## src/rtl/spq_pkg.sv

```systemverilog
// Shared types, sizes and codes for the sorted priority queue.
// No dependencies; imported by spq_ctrl, the top level and the testbench.
package spq_pkg;

	localparam int CAPACITY = 16;
	localparam int IDX_W = $clog2(CAPACITY);
	localparam int CNT_W = $clog2(CAPACITY + 1);
	localparam int CODE_W = 32;
	localparam int PRIO_W = 8;
	localparam int STATUS_W = 2;
	localparam int ENTRY_COUNT_W = 5;

	typedef logic [IDX_W-1:0] idx_t;
	typedef logic [CNT_W-1:0] cnt_t;
	typedef logic [CODE_W-1:0] code_t;
	typedef logic [PRIO_W-1:0] prio_t;
	typedef logic [STATUS_W-1:0] status_t;
	typedef logic [ENTRY_COUNT_W-1:0] entry_count_t;

	localparam logic MODE_INSERT = 1'b0;
	localparam logic MODE_REMOVE = 1'b1;

	localparam status_t ST_DONE = 2'd0;
	localparam status_t ST_EMPTY = 2'd1;
	localparam status_t ST_FULL = 2'd2;

	typedef struct packed {
		code_t code;
		prio_t prio;
	} spq_entry_t;

	typedef struct packed {
		logic mode;
		code_t code;
		prio_t prio;
	} spq_req_t;

	typedef struct packed {
		code_t code;
		prio_t prio;
		status_t status;
		entry_count_t entry_count;
	} spq_result_t;

endpackage

```

## src/rtl/spq_ram.sv

```systemverilog
// Generic single-write, single-read RAM with registered read data.
// No dependencies.
module spq_ram #(
	parameter int WIDTH = 8,
	parameter int DEPTH = 16
) (
	input logic clk,
	input logic wr_en,
	input logic [$clog2(DEPTH)-1:0] wr_addr,
	input logic [WIDTH-1:0] wr_data,
	input logic rd_en,
	input logic [$clog2(DEPTH)-1:0] rd_addr,
	output logic [WIDTH-1:0] rd_data
);

	logic [WIDTH-1:0] mem_q [DEPTH];
	logic [WIDTH-1:0] rd_data_q;

	always_ff @(posedge clk) begin
		if (wr_en) begin
			mem_q[wr_addr] <= wr_data;
		end
		if (rd_en) begin
			rd_data_q <= mem_q[rd_addr];
		end
	end

	assign rd_data = rd_data_q;

endmodule

```

## src/rtl/spq_ctrl.sv

```systemverilog
// Sequencer for the sorted store: one priority compare per cycle while shifting.
// Depends on spq_pkg; drives the ports of one spq_ram.
// Storage order is reversed: the front task sits at address count-1.
module spq_ctrl (
	input logic clk,
	input logic arst_n,
	input logic start,
	input spq_pkg::spq_req_t req,
	input logic out_free,
	output logic busy,
	output logic done,
	output spq_pkg::spq_result_t res,
	output logic rd_en,
	output spq_pkg::idx_t rd_addr,
	input spq_pkg::spq_entry_t rd_data,
	output logic wr_en,
	output spq_pkg::idx_t wr_addr,
	output spq_pkg::spq_entry_t wr_data
);
	import spq_pkg::*;

	localparam logic [2:0] S_IDLE = 3'd0;
	localparam logic [2:0] S_CMP = 3'd1;
	localparam logic [2:0] S_PLACE = 3'd2;
	localparam logic [2:0] S_RDREM = 3'd3;
	localparam logic [2:0] S_FIN = 3'd4;

	logic [2:0] state_q, state_d;
	cnt_t count_q, count_d;
	idx_t idx_q, idx_d;
	spq_entry_t new_q, new_d;
	code_t res_code_q, res_code_d;
	prio_t res_prio_q, res_prio_d;
	status_t res_status_q, res_status_d;

	always_comb begin
		state_d = state_q;
		count_d = count_q;
		idx_d = idx_q;
		new_d = new_q;
		res_code_d = res_code_q;
		res_prio_d = res_prio_q;
		res_status_d = res_status_q;
		rd_en = 1'b0;
		rd_addr = idx_q - 1'b1;
		wr_en = 1'b0;
		wr_addr = idx_q + 1'b1;
		wr_data = rd_data;
		done = 1'b0;
		unique case (state_q)
			S_IDLE: begin
				if (start) begin
					new_d = '{code: req.code, prio: req.prio};
					res_code_d = '0;
					res_prio_d = '0;
					res_status_d = ST_DONE;
					if (req.mode == MODE_REMOVE) begin
						if (count_q == '0) begin
							res_status_d = ST_EMPTY;
							state_d = S_FIN;
						end else begin
							rd_en = 1'b1;
							rd_addr = IDX_W'(count_q - 1'b1);
							state_d = S_RDREM;
						end
					end else begin
						if (count_q == CNT_W'(CAPACITY)) begin
							res_status_d = ST_FULL;
							state_d = S_FIN;
						end else if (count_q == '0) begin
							wr_en = 1'b1;
							wr_addr = '0;
							wr_data = '{code: req.code, prio: req.prio};
							count_d = CNT_W'(1);
							state_d = S_FIN;
						end else begin
							// scan from the front (top address) down
							rd_en = 1'b1;
							rd_addr = IDX_W'(count_q - 1'b1);
							idx_d = IDX_W'(count_q - 1'b1);
							state_d = S_CMP;
						end
					end
				end
			end
			S_CMP: begin
				wr_en = 1'b1;
				if (rd_data.prio > new_q.prio) begin
					// stored task is served earlier: move it up one slot
					wr_data = rd_data;
					if (idx_q == '0) begin
						state_d = S_PLACE;
					end else begin
						rd_en = 1'b1;
						idx_d = idx_q - 1'b1;
					end
				end else begin
					wr_data = new_q;
					count_d = count_q + 1'b1;
					state_d = S_FIN;
				end
			end
			S_PLACE: begin
				wr_en = 1'b1;
				wr_addr = '0;
				wr_data = new_q;
				count_d = count_q + 1'b1;
				state_d = S_FIN;
			end
			S_RDREM: begin
				res_code_d = rd_data.code;
				res_prio_d = rd_data.prio;
				count_d = count_q - 1'b1;
				state_d = S_FIN;
			end
			S_FIN: begin
				if (out_free) begin
					done = 1'b1;
					state_d = S_IDLE;
				end
			end
			default: begin
				state_d = S_IDLE;
			end
		endcase
	end

	always_ff @(posedge clk or negedge arst_n) begin
		if (!arst_n) begin
			state_q <= S_IDLE;
			count_q <= '0;
		end else begin
			state_q <= state_d;
			count_q <= count_d;
		end
	end

	always_ff @(posedge clk) begin
		idx_q <= idx_d;
		new_q <= new_d;
		res_code_q <= res_code_d;
		res_prio_q <= res_prio_d;
		res_status_q <= res_status_d;
	end

	assign busy = (state_q != S_IDLE);
	assign res = '{
		code: res_code_q,
		prio: res_prio_q,
		status: res_status_q,
		entry_count: ENTRY_COUNT_W'(count_q)
	};

endmodule

```

## src/rtl/sorted_priority_queue.sv

```systemverilog
// Top level of the sorted priority queue: handshakes, output register, store.
// Depends on spq_pkg, spq_ram and spq_ctrl.
//
//  channel | signals                                  | dir | accepted when
//  --------+------------------------------------------+-----+--------------------------
//  input   | in_valid, in_stall, mode, task_code,     | in  | in_valid && !in_stall
//          | task_priority                            |     |
//  output  | out_valid, out_stall, out_code,          | out | out_valid && !out_stall
//          | out_priority, status, entry_count        |     |
//
// Remove reads the front task. Insert moves each stored task with a higher
// priority up one slot, one priority compare per cycle against the RAM read port.
// Insert into an empty store, full or empty errors: no scan, straight to the result.
// in_stall is high while an item is in work.
// Reset empties the store at once; the RAM itself is not cleared.
// A held result does not block the next item; only the one after waits.
module sorted_priority_queue (
	input logic clk,
	input logic arst_n,
	input logic in_valid,
	output logic in_stall,
	input logic mode,
	input spq_pkg::code_t task_code,
	input spq_pkg::prio_t task_priority,
	output logic out_valid,
	input logic out_stall,
	output spq_pkg::code_t out_code,
	output spq_pkg::prio_t out_priority,
	output spq_pkg::status_t status,
	output spq_pkg::entry_count_t entry_count
);
	import spq_pkg::*;

	logic busy;
	logic done;
	logic out_free;
	logic start;
	spq_req_t req;
	spq_result_t res;
	spq_result_t out_q;
	logic out_valid_q;
	logic rd_en;
	logic wr_en;
	idx_t rd_addr;
	idx_t wr_addr;
	spq_entry_t rd_data;
	spq_entry_t wr_data;

	assign in_stall = busy;
	assign start = in_valid && !busy;
	assign req = '{mode: mode, code: task_code, prio: task_priority};
	assign out_free = !out_valid_q || !out_stall;

	spq_ctrl u_ctrl (
		.clk(clk),
		.arst_n(arst_n),
		.start(start),
		.req(req),
		.out_free(out_free),
		.busy(busy),
		.done(done),
		.res(res),
		.rd_en(rd_en),
		.rd_addr(rd_addr),
		.rd_data(rd_data),
		.wr_en(wr_en),
		.wr_addr(wr_addr),
		.wr_data(wr_data)
	);

	spq_ram #(
		.WIDTH($bits(spq_entry_t)),
		.DEPTH(CAPACITY)
	) u_store (
		.clk(clk),
		.wr_en(wr_en),
		.wr_addr(wr_addr),
		.wr_data(wr_data),
		.rd_en(rd_en),
		.rd_addr(rd_addr),
		.rd_data(rd_data)
	);

	always_ff @(posedge clk or negedge arst_n) begin
		if (!arst_n) begin
			out_valid_q <= 1'b0;
		end else if (done) begin
			out_valid_q <= 1'b1;
		end else if (!out_stall) begin
			out_valid_q <= 1'b0;
		end
	end

	always_ff @(posedge clk) begin
		if (done) begin
			out_q <= res;
		end
	end

	assign out_valid = out_valid_q;
	assign out_code = out_q.code;
	assign out_priority = out_q.prio;
	assign status = out_q.status;
	assign entry_count = out_q.entry_count;

	a_busy_after_accept: assert property (@(posedge clk) disable iff (!arst_n)
		in_valid && !in_stall |=> in_stall)
		else $error("sequencer idle right after accepting an item");

	a_no_overwrite: assert property (@(posedge clk) disable iff (!arst_n)
		out_valid && out_stall |=> out_valid && $stable(out_code) && $stable(status))
		else $error("held result lost or changed");

	a_full_count: assert property (@(posedge clk) disable iff (!arst_n)
		out_valid && status == ST_FULL |-> entry_count == ENTRY_COUNT_W'(CAPACITY)
			&& out_code == '0)
		else $error("full status with store not full");

	a_empty_count: assert property (@(posedge clk) disable iff (!arst_n)
		out_valid && status == ST_EMPTY |-> entry_count == '0 && out_priority == '0)
		else $error("empty status with tasks stored");

endmodule

```

## config.mk

```make
export PLATFORM = sky130hd
export DESIGN_NAME = sorted_priority_queue
export DESIGN_NICKNAME = d
export VERILOG_FILES = /design/src/rtl/spq_pkg.sv /design/src/rtl/spq_ram.sv /design/src/rtl/spq_ctrl.sv /design/src/rtl/sorted_priority_queue.sv
export SDC_FILE = /design/constraint.sdc
export NUM_CORES = 1
export LEC_CHECK = 0
export ABC_AREA = 1
export BUFFER_PORTS_ARGS = -buffer_cell sky130_fd_sc_hd__buf_2
export CAP_MARGIN = 10
export CELL_PAD_IN_SITES_DETAIL_PLACEMENT = 0
export CELL_PAD_IN_SITES_GLOBAL_PLACEMENT = 1
export CORE_MARGIN = 3
export CORE_UTILIZATION = 48
export CTS_CLUSTER_SIZE = 8
export DETAILED_ROUTE_END_ITERATION = 10
export PLACE_DENSITY_LB_ADDON = 0.25
export SKIP_LAST_GASP = 1
export SLEW_MARGIN = 20
export SYNTH_ARGS = -nofsm -noshare
export SYNTH_HDL_FRONTEND = slang
export SYNTH_SLANG_ARGS = --single-unit
```

## constraint.sdc

```tcl
create_clock -name clk -period 8.9 [get_ports clk]
set_clock_uncertainty 0.05 [all_clocks]
set_input_delay 1.335 -clock clk [delete_from_list [all_inputs] [get_ports clk]]
set_output_delay 1.335 -clock clk [all_outputs]
set_load 0.02 [all_outputs]
```

==> summary.md, run 1 <==
| Metric | Value |
|---|---|
| VDD IR-drop max | `between 500 and 600 uV` |
| WL per Instance | `21.72 um` |
| Deepest clock path buffer count | `3` |
| Final core utilization | `0.5464` |
| Residual DRC count | `0` |
| Synth top cells by count | `nand3_1, edfxtp_1, inv_1, nand2_1, clkbuf_1` |
| Hpwl dp | `46010 um` |
| Setup crit end kind | `flop` |
| Initial antenna violation count | `0` |
| Async S/R FF share, synth | `0.01095` |
| Final Hold Viols | `0` |
| Int Pwr | `around 0.010 W` |
| Post-cts hold buffer count | `0` |
| Post-CTS sizing | `0` |
| Vias in the first global route | `approximately 23000` |
| # H-tree levels | `3` |
| Initial Util | `0.4850` |
| Reg2Reg Setup Slack | `roughly 4200 ps` |
| Slew headroom | `0.2472` |
| Share of cells above drive strength 1 | `0.08706` |
| TritonRoute pass-1 iters | `5` |
| Die ar. | `0.07713 mm^2` |
| Total CTS buffers | `112` |
| Detailed Route WL | `between 90000 and 100000 um` |
| Root buf cell | `clkbuf_16` |
| Crit path max fanout | `50` |
| Final total negative setup slack | `0 ps` |
| RSZ-0062 raised after global routing | `no` |
| Fmax | `210.6 MHz` |
| Count leader, synth | `nand3_1` |
| Arrival time at the worst endpoint | `approximately 5100 ps` |
| Setup Fix Bufs, Post-CTS | `0` |
| Antenna diodes | `0` |
| Initial DRC Count | `2242` |
| Hold WC Path Type | `reg -> reg` |
| Layout Nets | `3455` |
| Switching share of total power | `0.4137` |
| Reg power frac | `0.366` |
| Tcrit/Tclk final | `0.5334` |
| Ys flop type | `edfxtp_1` |
| Final Critical Period | `~4700 ps` |
| Syn Nets | `between 3000 and 4000` |
| CP startpoint kind | `input pin` |
| Core footprint | `0.07308 mm^2` |
| Grt ovf | `0` |
| Cell family contributing the most delay on the critical path | `simple AND/OR/NAND/NOR gates` |
| Chip width | `between 200 and 300 um` |
| Synth Cell Area | `roughly 0.035 mm^2` |
| Via-to-Cell Ratio | `5.394` |
| Clock-pin transition on the worst setup and hold timing paths | `50 ps` |
| Comb pwr share | `0.412` |
| Tightest Pin Transition | `1129 ps` |
| Cell taking the most area after synthesis | `edfxtp_1` |
| Worst Path Buf+Inv | `5` |
| Vias | `23640` |
| #FFs+latches synth | `822` |
| Slowest stage delay, CP | `680 ps` |
| Reg-to-reg critical path endpoint | `u_store.mem_q[4][4]$_DFFE_PP_` |
| Routability cong. | `0.8080` |
| Run status | `complete, no violations` |
| # rows | `99` |
| Crit path max-delay cell type | `nor2_4` |
| Port Buffers | `93` |
| Largest net degree at the start of global routing | `141` |
| Antenna-violating nets left | `0` |
| Clock share of power | `0.221` |
| Sequential area share after synthesis | `0.6952` |
| Pwr/cell area | `427.6 mW/mm^2` |
| Syn Area/Cell | `10.69 um^2` |
| WS Path Type | `in -> reg` |
| Slew Viols, Final | `0` |
| GRT Util Overall | `0.2472` |
| CP Depth | `13` |
| Ys Warns | `0` |
| CTS Sinks | `just over 800` |
| Worst EP required | `9250 ps` |
| IO Pins | `94` |
| Crit path cell chain | `buf_2, inv_1, nor2_4, buf_4, nand3_2, buf_4, nand2_4, buf_4, nand2_1, nand3_1, nand3_1, nand3_1, nand2_1` |
| WHS Path Cells | `0` |
| Leakage | `16.87 nW` |
| Worst hold start | `u_ctrl.res_status_q[1]$_SDFFCE_PP0P_` |
| Post-Syn Instances | `between 3000 and 4000` |
| Largest cells by area after synthesis | `edfxtp_1, nand3_1, inv_1` |
| Worst Reg-to-Reg Cells | `12` |
| Max-cap violation count | `0` |
| Library cells used by synthesis | `37` |
| Worst R2R Start | `u_ctrl.count_q[0]$_DFFE_PN0P_` |
| Clock Latency Late Sink | `660 ps` |
| Post-synth EDFFs | `just over 800` |
| First-pass GRT wire length | `143900 um` |
| Top cell type's share of synthesized area | `0.6888` |
| TritonCTS clock tree | `done` |
| Chip height | `277.7 um` |
| Final setup viols | `0` |
| Area Growth Syn to Fin | `12.67%` |
| Hold EP | `status[1]$_DFFE_PP_` |
| P_sw | `0.007065 W` |
metal layers:
layer  share of wire  track usage
met5               0            0
met4           0.022      0.07175
met3           0.074      0.03627
met2            0.47       0.4018
met1            0.43       0.3486
cells in the final DEF (no fill, tap or decap), types with 2 or more instances in the layout:
cell / instances
o21ai_4: 4
nand2_8: 2
nand3_2: 2
buf_12: 3
a21oi_1: 8
nand4_1: 3
xor2_1: 6
nand3_1: 813
inv_1: 713
nand2_1: 646
dfrtp_1: 9
nand2_2: 6
nand2_4: 2
o21a_1: 3
ha_1: 13
buf_2: 93
o21ai_0: 14
buf_4: 38
nor2_4: 19
nor2_1: 51
inv_2: 7
xnor2_1: 2
nor3_1: 2
edfxtp_1: 813
clkbuf_16: 116
clkbuf_1: 21
worst max-delay path by stage:
stage	startpoint	end
4_1_cts	in_valid	u_store.rd_data[5]$_DFFE_PP_
3_5_place_dp	in_valid	u_store.rd_data[0]$_DFFE_PP_
5_1_grt	u_ctrl.count_q[0]$_DFFE_PN0P_	u_store.mem_q[11][20]$_DFFE_PP_
6_report	in_valid	u_store.rd_data[5]$_DFFE_PP_
2_1_floorplan	in_valid	u_store.mem_q[14][0]$_DFFE_PP_
3_3_place_gp	in_valid	u_store.rd_data[4]$_DFFE_PP_
worst register-to-register path: stages, from the launching register on:
cell and delay [ps]:
dfrtp_1 480, inv_1 250, ha_1 250, inv_1 70
nor2_1 130, nand2_1 120, nor3_2 140, buf_4 650
o21ai_0 410, nand2_1 210, nand2_1 160, nor2_4 780
buf_4 570
area by class of cell:
| type | instances | area, um^2 |
|---|---|---|
| Fill cell | 6271 | 33150 |
| Sequential cell | 822 | 24640 |
| Multi-Input combinational cell | 1607 | 7571 |
| Clock buffer | 137 | 2982 |
| Inverter | 720 | 2703 |
| Tap cell | 959 | 1200 |
| Timing Repair Buffer | 134 | 810.8 |
| Clock inverter | 3 | 28.78 |
power by group through the flow:
stage	Sequential [W]	Combinational (W)	Clock (W)
6_report	0.00625	0.00704	0.00378
5_1_grt	0.00631	0.00780	0.00402
4_1_cts	0.00625	0.00703	0.00384
3_5_place_dp	0.00632	0.00701	0
3_3_place_gp	0.00630	0.00692	0
2_1_floorplan	0.00628	0.00462	0
per-stage QoR:
step	cell area [um^2]	std cells	hold slack [ps]	setup WS, ps	total power (W)
6_report	39930	4382	361.5	4153	0.01708
5_1_grt	39930	4382	372.9	3860	0.01812
4_1_cts	39930	4382	365.2	4187	0.01712
3_5_place_dp	36920	4242	354.5	3510	0.01333
3_3_place_gp	36920	4242	350.5	3549	0.01322
2_1_floorplan	35440	3314	350.3	4527	0.01090
registers in the layout (all words and copies together), names as in the netlist:
| register | count |
|---|---|
| u_ctrl.state_q | 3 |
| out_valid | 1 |
| u_ctrl.res_status_q | 2 |
| u_ctrl.count_q | 5 |
| u_store.mem_q | 640 |
| out_priority | 8 |
| u_ctrl.idx_q | 4 |
| u_ctrl.new_q | 40 |
| u_ctrl.res_code_q | 32 |
| u_store.rd_data | 40 |
| out_code | 32 |
| status | 2 |
| entry_count | 5 |
| u_ctrl.res_prio_q | 8 |
cell families after synthesis:
group           synth area share
simple gates              0.1948
buf+inv                  0.09730
flops                     0.6952
compound gates          0.006178
fa+ha+maj               0.004590
xor+xnor                0.001977
No activity file was read; power rests on OpenSTA's default activity.
==> run 2, diff against run 1 <==
--- a/config.mk
+++ b/config.mk
@@ -11,7 +11,7 @@
 export CELL_PAD_IN_SITES_DETAIL_PLACEMENT = 0
 export CELL_PAD_IN_SITES_GLOBAL_PLACEMENT = 1
 export CORE_MARGIN = 3
-export CORE_UTILIZATION = 48
+export CORE_UTILIZATION = 45
 export CTS_CLUSTER_SIZE = 8
 export DETAILED_ROUTE_END_ITERATION = 10
 export PLACE_DENSITY_LB_ADDON = 0.25
==> constraint.sdc (replaced) <==
create_clock -name clk -period 3.9 [get_ports clk]
set_clock_uncertainty 0.05 [all_clocks]
set_input_delay 0.585 -clock clk [delete_from_list [all_inputs] [get_ports clk]]
set_output_delay 0.585 -clock clk [all_outputs]
set_load 0.02 [all_outputs]
==> run 2 against run 1 <==
Cell area is 1.6% higher. Non-clock buffer count grew 32. Die area grew 6.5%. Via count increased by 1.2%. Hold slack lost 280 ps. Largest cell class unchanged. Combinational power is 140% higher. Sequential share of layout area fell by 0.98 points. Sequential power up 130%.
==> summary.md, run 2 (synthesis results as in run 1) <==
| Metric | Value |
|---|---|
| Finished Layout Cells | `4492 (+2.5%)` |
| Total CTS buffers | `112 (unchanged)` |
| RSZ-0062 raised after global routing | `no` |
| Crit path max-delay cell type | `dfrtp_1` |
| Max FFs per register | `640 (unchanged)` |
| Final total negative setup slack | `0 ps (unchanged)` |
| FILL cells | `6665 (+6.3%)` |
| VDD IR-drop max | `905.3 uV (+73%)` |
| Core footprint | `0.07772 mm^2 (+6.3%)` |
| IO Pins | `94 (unchanged)` |
| Final Critical Period | `3392 ps` |
| WL per Instance | `21.95 um (+1.1%)` |
| Crit path cell chain | `inv_1, ha_1, inv_1, nor2_1, nand2_1, nor3_1, or2_1, nand2_4, buf_12, nand2_1, nand3_1` |
| Detailed Route WL | `98620 um (+3.6%)` |
| Final core utilization | `0.5221 (-0.02431)` |
| Final setup viols | `0 (unchanged)` |
| WS Path Type | `reg -> reg` |
| Port Buffers | `93 (unchanged)` |
| Clock Latency Late Sink | `650 ps (about the same)` |
| Residual DRC count | `0 (unchanged)` |
| # H-tree levels | `3 (unchanged)` |
| Tcrit/Tclk final | `0.8698` |
| Setup Fix Bufs, Post-CTS | `0 (unchanged)` |
| Initial DRC Count | `2409 (+7.4%)` |
| Share of cells above drive strength 1 | `0.09473 (+0.007670)` |
| CP startpoint kind | `flop` |
| Antenna diodes | `0 (unchanged)` |
| Vias | `23920 (+1.2%)` |
| Most flop-heavy register | `u_store.mem_q` |
| Initial Util | `0.4560 (-0.02895)` |
| Max-cap violation count | `0 (unchanged)` |
| Slowest stage delay, CP | `450 ps (-230 ps)` |
| Cells after DPL | `4354 (+2.6%)` |
| Arrival time at the worst endpoint | `3540 ps (-1550 ps)` |
| Die ar. | `0.08216 mm^2 (+6.5%)` |
| Grt ovf | `0 (unchanged)` |
| Fmax | `294.8 MHz` |
| Largest net degree at the start of global routing | `161 (+14%)` |
| Hpwl dp | `49830 um (+8.3%)` |
| Chip width | `286.6 um (+3.2%)` |
| Root buf cell | `clkbuf_16` |
| Cell family contributing the most delay on the critical path | `simple AND/OR/NAND/NOR gates` |
| Slew headroom | `0.3429 (+0.09570)` |
| Initial antenna violation count | `0 (unchanged)` |
| Via-to-Cell Ratio | `5.325 (-1.3%)` |
| Run status | `complete, no violations` |
| Hold WC Path Type | `in -> reg` |
| Chip height | `286.6 um (+3.2%)` |
| Vias in the first global route | `22960 (-0.18%)` |
| TritonRoute pass-1 iters | `5 (unchanged)` |
| # rows | `102 (+3.0%)` |
| Clock-pin transition on the worst setup and hold timing paths | `50 ps (about the same)` |
| TritonCTS clock tree | `done` |
| Setup crit end kind | `flop` |
| Crit path max fanout | `24 (-52%)` |
| Worst EP required | `4050 ps (-5200 ps)` |
| First-pass GRT wire length | `146200 um (+1.6%)` |
| CTS Sinks | `822 (unchanged)` |
| Most frequent cells in the layout | `nand3_1, edfxtp_1, inv_1, nand2_1, clkbuf_16` |
| Pwr/cell area | `978.9 mW/mm^2 (+130%)` |
| Area Growth Syn to Fin | `14.50%` |
| Worst Path Buf+Inv | `3 (-2)` |
| Layout Nets | `3487 (+0.93%)` |
| GRT Util Overall | `0.2401 (-0.007157)` |
| Slew Viols, Final | `0 (unchanged)` |
| Routability cong. | `0.8233 (+1.9%)` |
| Leakage | `17.12 nW (+1.5%)` |
| Deepest clock path buffer count | `3 (unchanged)` |
| Final Hold Viols | `0 (unchanged)` |
| Antenna-violating nets left | `0 (unchanged)` |
| Tightest Pin Transition | `985.6 ps (-143.6 ps)` |
[run 2: final cells by class]
type / count / area [um^2] / share of cell area
Sequential cell: 822 / 24640 / 0.6072
Multi-Input combinational cell: 1607 / 7576 / 0.1867
Clock buffer: 134 / 2907 / 0.07163
Inverter: 720 / 2703 / 0.06660
Timing Repair Buffer: 166 / 1416 / 0.03490
Tap cell: 1040 / 1301 / 0.03207
Clock inverter: 3 / 37.54 / 0.0009250
[run 2: power by group]
group / switching [W] / internal (W)
registers: 0.000542 / 0.0137
clock network: 0.00338 / 0.00510
logic: 0.0125 / 0.00445
total: 0.0165 / 0.0233
[run 2: layer usage]
| layer | part of all wire | GRT usage | up-vias |
|---|---|---|---|
| li1 | - | - | 11060 |
| met1 | 0.43 | 0.3349 | 11680 |
| met2 | 0.47 | 0.3904 | 977 |
| met3 | 0.076 | 0.03272 | 197 |
| met4 | 0.027 | 0.07881 | 0 |
| met5 | 0 | 0 | - |
[run 2: per-stage QoR]
step | power [W] | hold WS, ps | worst slack (ps) | cell area [um^2]
final | 0.03972 | 79.53 | 507.8 | 40580
after CTS | 0.03981 | 40.84 | 322.4 | 40570
after global placement | 0.03096 | 351.4 | 432.9 | 37620
after floorplan | 0.02488 | 239.4 | -35.71 | 35450
after global routing | 0.04200 | 59.57 | 232.2 | 40580
after detailed placement | 0.03126 | 354.5 | 320.4 | 37620
[run 2: worst paths after layout]
path | start | endpoint | slack, ps | cells past startpoint
max | u_ctrl.count_q[0]$_DFFE_PN0P_ | u_store.mem_q[3][7]$_DFFE_PP_ | 510 | 11
min | task_code[22] | u_ctrl.new_q[30]$_DFFE_PP_ | 80 | 1
max reg2reg | u_ctrl.count_q[0]$_DFFE_PN0P_ | u_store.mem_q[3][7]$_DFFE_PP_ | 510 | 11
min reg2reg | u_ctrl.res_code_q[22]$_SDFFCE_PN0P_ | out_code[22]$_DFFE_PP_ | 360 | 0
max in group asynchronous | arst_n | u_ctrl.count_q[3]$_DFFE_PN0P_ | 3330 | 2
min in group asynchronous | arst_n | u_ctrl.state_q[0]$_DFFE_PN0P_ | 280 | 2
[run 2: worst reg2reg max path, delay by kind of cell, from the launching register on]
| kind | cells | cell delay [ps] |
|---|---|---|
| simple gates | 7 | 1660 |
| buf+inv | 3 | 570 |
| flops | 1 | 450 |
| fa+ha+maj | 1 | 220 |
[run 2: timing repair]
action	CTS	global route
endpoints found under the setup margin	0	12
endpoints found under the hold margin	9	0
hold buffers	1	0
gates resized for setup	0	1
